==> src/hdl/mrt_pkg.sv <==
// Package: shared types and constants for the message retry table.
`timescale 1ns / 1ps
package mrt_pkg;
  localparam int CALL_W = 40;
  localparam int STAMP_W = 32;
  localparam logic [16:0] AHEAD_SECONDS = 17'd86400;
  localparam logic [7:0] RETRIES_ACKED = 8'hFE;
  localparam int MAX_REPORTS = 16;

  typedef enum logic [1:0] {
    MODE_RECORD = 2'd0,
    MODE_ACK    = 2'd1,
    MODE_TICK   = 2'd2,
    MODE_READ   = 2'd3
  } mode_t;

  typedef enum logic [1:0] {
    ST_OK       = 2'd0,
    ST_REJECT   = 2'd1,
    ST_NOTFOUND = 2'd2,
    ST_NODUE    = 2'd3
  } status_t;

  typedef enum logic [2:0] {
    S_IDLE,
    S_SCAN,
    S_WRITE,
    S_TRD,
    S_TEV,
    S_READ,
    S_RDATA,
    S_OUT
  } state_t;

  typedef struct packed {
    logic [CALL_W-1:0] call_hi;
    logic [CALL_W-1:0] call_lo;
    logic [15:0] msg_id;
    logic direction;
    logic [7:0] retries;
    logic [STAMP_W-1:0] stamp;
  } entry_t;

  function automatic logic [2*CALL_W-1:0] normalize_call(logic [2*CALL_W-1:0] c);
    logic [2*CALL_W-1:0] r;
    logic ended;
    r = c;
    ended = 1'b0;
    for (int k = 0; k < 10; k++) begin
      if (ended) r[(9-k)*8 +: 8] = 8'd0;
      else if (c[(9-k)*8 +: 8] == 8'd0) ended = 1'b1;
    end
    return r;
  endfunction
endpackage

==> src/hdl/message_retry_table_top.sv <==
// Top level: message retry table with entries held in one synchronous memory.
//
//   channel  valid      stall      payload
//   in       in_valid   in_stall   mode .. entry_index
//   out      out_valid  out_stall  status .. last
//   cfg      cfg_we     -          cfg_data (retry_interval)
//
// Record and ack read every entry, one per cycle, then write back. Tick reads
// each entry and then evaluates and writes it back; earlier reports wait at the
// output before the scan goes on. Read fetches one entry from memory. Rejects
// and out-of-range reads go straight to the output. Reset is synchronous;
// entries read as zero until written (valid flops). One item at a time;
// in_stall is high until the final result transfers.
`timescale 1ns / 1ps
module message_retry_table_top #(
  parameter int TABLE_DEPTH = 16
) (
  input  logic clk,
  input  logic rst,
  input  logic in_valid,
  output logic in_stall,
  input  logic [1:0] mode,
  input  logic [39:0] call_hi,
  input  logic [39:0] call_lo,
  input  logic [15:0] msg_id,
  input  logic direction,
  input  logic signed [7:0] retries_init,
  input  logic [7:0] text_length,
  input  logic [31:0] now,
  input  logic [5:0] entry_index,
  input  logic cfg_we,
  input  logic [15:0] cfg_data,
  output logic out_valid,
  input  logic out_stall,
  output logic [1:0] status,
  output logic [5:0] slot,
  output logic [39:0] out_call_hi,
  output logic [39:0] out_call_lo,
  output logic [15:0] out_msg_id,
  output logic out_direction,
  output logic signed [7:0] retries_left,
  output logic [31:0] stamp,
  output logic last
);
  import mrt_pkg::*;
  localparam int AW = (TABLE_DEPTH > 1) ? $clog2(TABLE_DEPTH) : 1;
  localparam int CW = AW + 1;
  localparam logic [CW-1:0] LAST_CNT = CW'(TABLE_DEPTH);

  entry_t mem [TABLE_DEPTH];
  logic [TABLE_DEPTH-1:0] vld;
  entry_t rd_raw, rd;
  logic rd_vld;
  logic [AW-1:0] rd_addr;
  logic rd_en, wr_en;
  logic [AW-1:0] wr_addr;
  entry_t wr_data;

  always_ff @(posedge clk) begin
    if (wr_en) mem[wr_addr] <= wr_data;
    if (rd_en) rd_raw <= mem[rd_addr];
  end

  always_ff @(posedge clk) begin
    if (rst) begin
      vld <= '0;
      rd_vld <= 1'b0;
    end else begin
      if (wr_en) vld[wr_addr] <= 1'b1;
      if (rd_en) rd_vld <= vld[rd_addr];
    end
  end
  assign rd = rd_vld ? rd_raw : '0;

  state_t state, state_next;
  logic [15:0] retry_interval;
  mode_t q_mode;
  logic [2*CALL_W-1:0] q_call;
  logic [15:0] q_id;
  logic q_dir;
  logic [7:0] q_rinit;
  logic [31:0] q_now;
  logic [5:0] q_idx;
  logic [CW-1:0] cnt;
  logic pend;
  logic [AW-1:0] pend_addr;
  logic found;
  logic [AW-1:0] found_idx;
  logic old_ok;
  logic [AW-1:0] old_idx;
  logic [32:0] old_min;
  logic [6:0] reports;
  logic held_any;
  logic [AW-1:0] held_addr;
  entry_t held_ent;
  logic tick_more;

  status_t o_status;
  logic [5:0] o_slot;
  entry_t o_ent;
  logic o_last;

  always_ff @(posedge clk) begin
    if (rst) retry_interval <= 16'd60;
    else if (cfg_we) retry_interval <= cfg_data;
  end

  logic accept;
  logic reject_in;
  logic idx_ok;
  logic tick_end;
  assign in_stall = (state != S_IDLE);
  assign accept = in_valid && !in_stall;
  assign idx_ok = {1'b0, entry_index} < 7'(TABLE_DEPTH);
  assign reject_in = (mode == MODE_RECORD || mode == MODE_ACK) &&
                     (call_hi[39:32] == 8'd0 ||
                      (mode == MODE_RECORD && text_length == 8'd0));
  assign tick_end = (cnt == LAST_CNT) || (reports == 7'(MAX_REPORTS));

  logic match;
  logic due;
  logic signed [32:0] age;
  logic [7:0] r_dec;
  logic [32:0] nstamp;
  entry_t tick_ent;
  entry_t rec_ent;
  assign match = rd.call_hi == q_call[2*CALL_W-1:CALL_W] &&
                 rd.call_lo == q_call[CALL_W-1:0] &&
                 rd.msg_id == q_id &&
                 rd.direction == ((q_mode == MODE_ACK) ? 1'b0 : q_dir);
  assign age = $signed({1'b0, q_now}) - $signed({1'b0, rd.stamp});
  assign due = ($signed(rd.retries) > 8'sd0) &&
               (age > $signed({17'd0, retry_interval}));
  assign r_dec = rd.retries - 8'd1;
  assign nstamp = {1'b0, q_now} + {17'd0, retry_interval};

  always_comb begin
    tick_ent = rd;
    tick_ent.retries = r_dec;
    if ($signed(r_dec) > 8'sd0) tick_ent.stamp = nstamp[32] ? 32'hFFFF_FFFF : nstamp[31:0];
  end

  always_comb begin
    rec_ent = o_ent;
    if (q_mode == MODE_ACK) begin
      rec_ent.retries = RETRIES_ACKED;
    end else begin
      rec_ent.call_hi = q_call[2*CALL_W-1:CALL_W];
      rec_ent.call_lo = q_call[CALL_W-1:0];
      rec_ent.msg_id = q_id;
      rec_ent.direction = q_dir;
      rec_ent.retries = q_rinit;
      rec_ent.stamp = q_now;
    end
  end

  always_ff @(posedge clk) begin
    if (rst) state <= S_IDLE;
    else state <= state_next;
  end

  always_comb begin
    state_next = state;
    rd_en = 1'b0;
    rd_addr = cnt[AW-1:0];
    wr_en = 1'b0;
    wr_addr = pend_addr;
    wr_data = tick_ent;
    unique case (state)
      S_IDLE: begin
        if (accept) begin
          priority if (reject_in || (mode == MODE_READ && !idx_ok)) state_next = S_OUT;
          else if (mode == MODE_TICK) state_next = S_TRD;
          else if (mode == MODE_READ) state_next = S_READ;
          else state_next = S_SCAN;
        end
      end
      S_SCAN: begin
        rd_en = (cnt != LAST_CNT);
        if (!pend && cnt == LAST_CNT) state_next = S_WRITE;
      end
      S_WRITE: begin
        wr_en = found;
        wr_addr = found_idx;
        wr_data = rec_ent;
        state_next = S_OUT;
      end
      S_TRD: begin
        if (tick_end) begin
          state_next = S_OUT;
        end else begin
          rd_en = 1'b1;
          state_next = S_TEV;
        end
      end
      S_TEV: begin
        wr_en = due;
        state_next = (due && held_any) ? S_OUT : S_TRD;
      end
      S_READ: begin
        rd_en = 1'b1;
        rd_addr = q_idx[AW-1:0];
        state_next = S_RDATA;
      end
      S_RDATA: state_next = S_OUT;
      S_OUT: if (!out_stall) state_next = tick_more ? S_TRD : S_IDLE;
    endcase
  end

  assign out_valid = (state == S_OUT);
  assign status = o_status;
  assign slot = o_slot;
  assign out_call_hi = o_ent.call_hi;
  assign out_call_lo = o_ent.call_lo;
  assign out_msg_id = o_ent.msg_id;
  assign out_direction = o_ent.direction;
  assign retries_left = o_ent.retries;
  assign stamp = o_ent.stamp;
  assign last = o_last;

  always_ff @(posedge clk) begin
    if (rst) begin
      pend <= 1'b0;
      held_any <= 1'b0;
      tick_more <= 1'b0;
    end else begin
      pend <= rd_en;
      if (rd_en) pend_addr <= rd_addr;
      unique case (state)
        S_IDLE: begin
          if (accept) begin
            q_mode <= mode_t'(mode);
            q_call <= normalize_call({call_hi, call_lo});
            q_id <= msg_id;
            q_dir <= direction;
            q_rinit <= retries_init;
            q_now <= now;
            q_idx <= entry_index;
            cnt <= '0;
            found <= 1'b0;
            old_ok <= 1'b0;
            old_min <= {1'b0, now} + {16'd0, AHEAD_SECONDS};
            reports <= '0;
            held_any <= 1'b0;
            tick_more <= 1'b0;
            o_ent <= '0;
            o_slot <= (mode == MODE_READ) ? entry_index : 6'd0;
            o_last <= 1'b1;
            if (reject_in) o_status <= ST_REJECT;
            else if (mode == MODE_READ && !idx_ok) o_status <= ST_NOTFOUND;
            else o_status <= ST_OK;
          end
        end
        S_SCAN: begin
          if (rd_en) cnt <= cnt + CW'(1);
          if (pend) begin
            if (match && !found) begin
              found <= 1'b1;
              found_idx <= pend_addr;
              o_ent <= rd;
            end
            if ({1'b0, rd.stamp} < old_min) begin
              old_min <= {1'b0, rd.stamp};
              old_idx <= pend_addr;
              old_ok <= 1'b1;
            end
          end else if (cnt == LAST_CNT && !found && q_mode == MODE_RECORD && old_ok) begin
            found <= 1'b1;
            found_idx <= old_idx;
          end
        end
        S_WRITE: begin
          if (found) begin
            o_status <= ST_OK;
            o_slot <= 6'(found_idx);
            o_ent <= rec_ent;
          end else begin
            o_status <= (q_mode == MODE_ACK) ? ST_NOTFOUND : ST_REJECT;
            o_slot <= '0;
            o_ent <= '0;
          end
        end
        S_TRD: begin
          if (tick_end) begin
            tick_more <= 1'b0;
            held_any <= 1'b0;
            o_last <= 1'b1;
            if (held_any) begin
              o_status <= ST_OK;
              o_slot <= 6'(held_addr);
              o_ent <= held_ent;
            end else begin
              o_status <= ST_NODUE;
              o_slot <= '0;
              o_ent <= '0;
            end
          end else begin
            cnt <= cnt + CW'(1);
          end
        end
        S_TEV: begin
          // a report leaves only once the next one is known, so last is exact
          if (due) begin
            reports <= reports + 7'd1;
            held_any <= 1'b1;
            held_addr <= pend_addr;
            held_ent <= tick_ent;
            if (held_any) begin
              o_status <= ST_OK;
              o_slot <= 6'(held_addr);
              o_ent <= held_ent;
              o_last <= 1'b0;
              tick_more <= 1'b1;
            end
          end
        end
        S_READ: ;
        S_RDATA: o_ent <= rd;
        S_OUT: ;
      endcase
    end
  end

`ifndef NO_ASSERTIONS
  a_out_hold: assert property (@(posedge clk) disable iff (rst)
    out_valid && out_stall |=> out_valid && $stable(status) && $stable(slot) &&
      $stable(stamp) && $stable(last) && $stable(retries_left));
  a_busy_out: assert property (@(posedge clk) disable iff (rst)
    out_valid |-> in_stall);
  a_out_known: assert property (@(posedge clk) disable iff (rst)
    out_valid |-> !$isunknown({status, slot, last}));
`endif
endmodule
==> config.mk <==
export PLATFORM = sky130hd
export DESIGN_NAME = message_retry_table_top
export DESIGN_NICKNAME = d
export VERILOG_FILES = /design/src/hdl/mrt_pkg.sv /design/src/hdl/message_retry_table_top.sv
export SDC_FILE = /design/constraint.sdc
export NUM_CORES = 2
export LEC_CHECK = 0
export ABC_AREA = 1
export ABC_CLOCK_PERIOD_IN_PS = 10500
export BUFFER_PORTS_ARGS = -buffer_cell sky130_fd_sc_hd__buf_2
export CAP_MARGIN = 20
export CORE_AREA = 4 4 468 470
export CTS_CLUSTER_DIAMETER = 150
export CTS_CLUSTER_SIZE = 25
export DETAILED_ROUTE_END_ITERATION = 8
export DIE_AREA = 0 0 472 474
export PLACE_DENSITY_LB_ADDON = 0.2
export SYNTH_ARGS = -nofsm -noshare
export SYNTH_HDL_FRONTEND = slang
export SYNTH_SLANG_ARGS = --single-unit
==> constraint.sdc <==
create_clock -name clk -period 10.5 [get_ports clk]
set_input_delay 2.1 -clock clk [delete_from_list [all_inputs] [get_ports clk]]
set_output_delay 2.1 -clock clk [all_outputs]
set_load 0.05 [all_outputs]
==> impl_metrics.toml <==
[timing]
setup_viol = 0
fin_worst_skew_ns = 0.04473
rsz0062_at_grt = "no"
tightest_slew_ns = 1.143
worst_slack_ns = 3.854
setup-tns-final_ns = 0
hold_viol = 0
maxSlewViolCount = 0
max_freq_mhz = 150.5
slew_headroom_pct = 23.12
min_period_ns = 6.646
period_share_pct = 63.30

[die]
start_util_pct = 55.95
die_x_um = 472
die_area_sq_um = 223700
die_h_um = 474
core-area_sq_um = 214400
row_count = 170
ios = 322

[power]
p_leak_nw = 44.22
ir_drop_v = 0.0003621
total_power_mw = 36.42
power.density_nw_per_um2 = 283.9

[critical_path]
r2r_start = "rd_vld$_SDFFE_PP0P_"
path_cells = "buf_4 > nand2_1 > ha_1 > nand2_1 > inv_1 > nand2_1 > inv_1 > nand2_1 > nand2_1 > inv_1 > nand2_1 > xor2_1 > ha_1 > a21boi_0 > nor2_1 > nand2_1 > nand2_1 > nand2_2 > nand3_4 > nand2_4 > nand2_2 > inv_8 > buf_4"
worstPathRequired_ns = 10.95
path_delay_family = "buffers and inverters"
cp_data_arrival_time_ns = 7.10
crit_buf_inv = 6
crit_type = "reg2reg"
rrSetupSlack_ns = 3.85
end_kind = "flip-flop"
slowest_delay_ns = 0.94
worstRegToRegCells = 23
rr_endpoint = "mem[3][12]$_DFFE_PP_"
crit_path_frequent_cell = "nand2_1"
slowest_stage = "buf_4"
cp-start-kind = "flip-flop"
cp_max_fo = 91

[finish]
seq_area_sq_um = 85410
area_delta_synth_final_pct = 6.943
multi_input_area_sq_um = 29920
drive_gt1_share_pct = 7.847
nets = 10280
fill_cells = 16890

[yosys]
synth-edff-count = 2818
synth.ff_latch_count = 2857
postSynthCellCount = 9943
seq_area_frac_synth_pct = 71.19
syn_avg_cell_area_sq_um = 12.06
netlist_area_sq_um = 120000
syn-num-nets = 10220
yosys_warnings = 0
ys.flop_type = "edfxtp_1"
synth_cell_types = 66
synth-async-reset-ratio_pct = 0

[hold_path]
hp-start = "vld[5]$_SDFFE_PP0P_"
hold_end = "vld[5]$_SDFFE_PP0P_"
hold_class = "reg2reg"
hold_path_depth = 2

[run_status]
status = "complete, no violations"

[clock_tree]
clockBufferDepth = 3
cts_resized = 0
cts_hold_buf = 0
path_clk_slew_ns = 0.10
cts_setup_buffers = 0
insertion_delay_ns = 0.84
cts-buffers-inserted = 133
cts_tree = "built"
cts.sinks = 2857
cts_root_buffer = "clkbuf_16"
h-tree-depth = 4

[flow_run]
cap_violations = 0

[global_routing]
track_usage_pct = 29.66
grt_pass1_vias = 77630
grt_pass1_wl_mm = 500.7
grt_max_degree = 217
antenna_found_initial = 13
gr-total-overflow = 0

[drt]
vias = 81230
drtIter0Drc = 10540
wl_per_cell_um = 26.36
viasPerCell = 6.307
final_antenna_net_count = 0
drt-total-wl_mm = 339.5
drcViolationCount = 0
dr.pass1.iters = 7

[place]
dp_hpwl_mm = 190.9
gp_congestion = 0.9341
pre_cts_ws_ns = 3.880
portBuffers = 321
[metal layers]
metal / track usage (%) / vias up / share of wire, % / wire length [um]
met2: 47.00 / 4413 / 46 / 156600
met4: 9.182 / 4 / 3.1 / 10650
li1: - / 36000 / - / -
met5: 0 / - / 0.013 / 44
met3: 4.506 / 491 / 10 / 33860
met1: 42.82 / 40320 / 41 / 138300
[cell families (layout without fill, tap and decap cells)]
logic type	after synthesis	count (layout)	share of synthesized area, %
simple gates	2952	2952	9.679
compound gates	2730	2730	13.19
flops	2857	2857	71.19
fa+ha+maj	107	107	1.129
mux	10	10	0.08345
buf+inv	1183	1269	3.965
xor+xnor	104	104	0.7593
other cells	0	13	0
[flip-flops by register name, summed over array words and instances (netlist names), 33 cells and up]
name,flops
mem,2192
held_ent,137
rd_raw,137
q_call,80
out_call_hi,40
out_call_lo,40
old_min,33
[power breakdown]
part,internal (mW),switching [mW]
Sequential,15.8,0.630
Combinational,3.43,10.7
Clock,2.40,3.41
Total,21.6,14.8
[cell usage in the layout (no fill, tap or decap), drive strengths merged, types with 33 or more instances in the layout]
cell,count
nor3,33
nor4,33
edfxtp,2818
clkbuf,161
buf,511
a21oi,122
dfxtp,39
nor2,1547
o221ai,147
nand4,37
nand2,1173
inv,590
o211ai,142
o21ai,1689
o22ai,546
ha,105
xor2,89
nand3,108
[metrics by stage]
stage,cells,hold WS (ns),cell area [sq um],utilization (%)
after floorplan,9943,0.4349,120000,-
after global placement,12660,0.4471,124200,57.95
after detailed placement,12670,0.4497,124300,57.98
after CTS,12830,0.4660,127900,59.66
after global routing,12880,0.4780,128300,59.83
final,12880,0.4676,128300,59.83
[how the worst max path moves through the flow]
| stage | depth (start not counted) | from | slack (ns) | to |
|---|---|---|---|---|
| floorplan | 29 | rd_vld$_SDFFE_PP0P_ | 0.36 | mem[10][0]$_DFFE_PP_ |
| global placement | 25 | rd_vld$_SDFFE_PP0P_ | 3.97 | mem[6][124]$_DFFE_PP_ |
| detailed placement | 23 | rd_vld$_SDFFE_PP0P_ | 3.88 | mem[0][70]$_DFFE_PP_ |
| CTS | 23 | rd_vld$_SDFFE_PP0P_ | 3.85 | mem[0][71]$_DFFE_PP_ |
| global route | 25 | rd_vld$_SDFFE_PP0P_ | 3.45 | mem[8][17]$_DFFE_PP_ |
| finish | 23 | rd_vld$_SDFFE_PP0P_ | 3.85 | mem[3][12]$_DFFE_PP_ |
[worst register-to-register path: cells and delay by family (launching register included)]
family / cells / cell delay, ns
buffers and inverters: 6 / 2.63
AND/OR/NAND/NOR: 13 / 1.80
adder cells (fa/ha/maj): 2 / 0.78
flip-flops: 1 / 0.61
AO/OA/AOI/OAI: 1 / 0.24
XOR/XNOR: 1 / 0.16
[Yosys cell counts (all sizes together) (15+ instances only)]
cell,count,area [sq um]
nand3,108,558.0
nor4,33,206.5
inv,584,2195
o211ai,142,1066
a21oi,122,614.3
ha,105,1314
nor2,1547,5829
nor3,33,170.2
nand2,1173,4476
o21ai,1689,8502
clkbuf,403,1513
dfxtp,39,780.8
o221ai,147,1287
xnor2,15,131.4
a22oi,25,468.0
o22ai,546,3416
xor2,89,779.5
buf,192,1033
nand4,37,231.5
edfxtp,2818,84620
[final cells by class]
type,count,share of cell area [%]
Clock buffer,153,2.710
Timing Repair Buffer,519,2.667
Sequential cell,2857,66.57
Multi-Input combinational cell,5903,23.33
Tap cell,2838,2.768
Antenna cell,13,0.02536
Inverter,588,1.839
Clock inverter,9,0.09070
(Power assumes the default switching activity.)
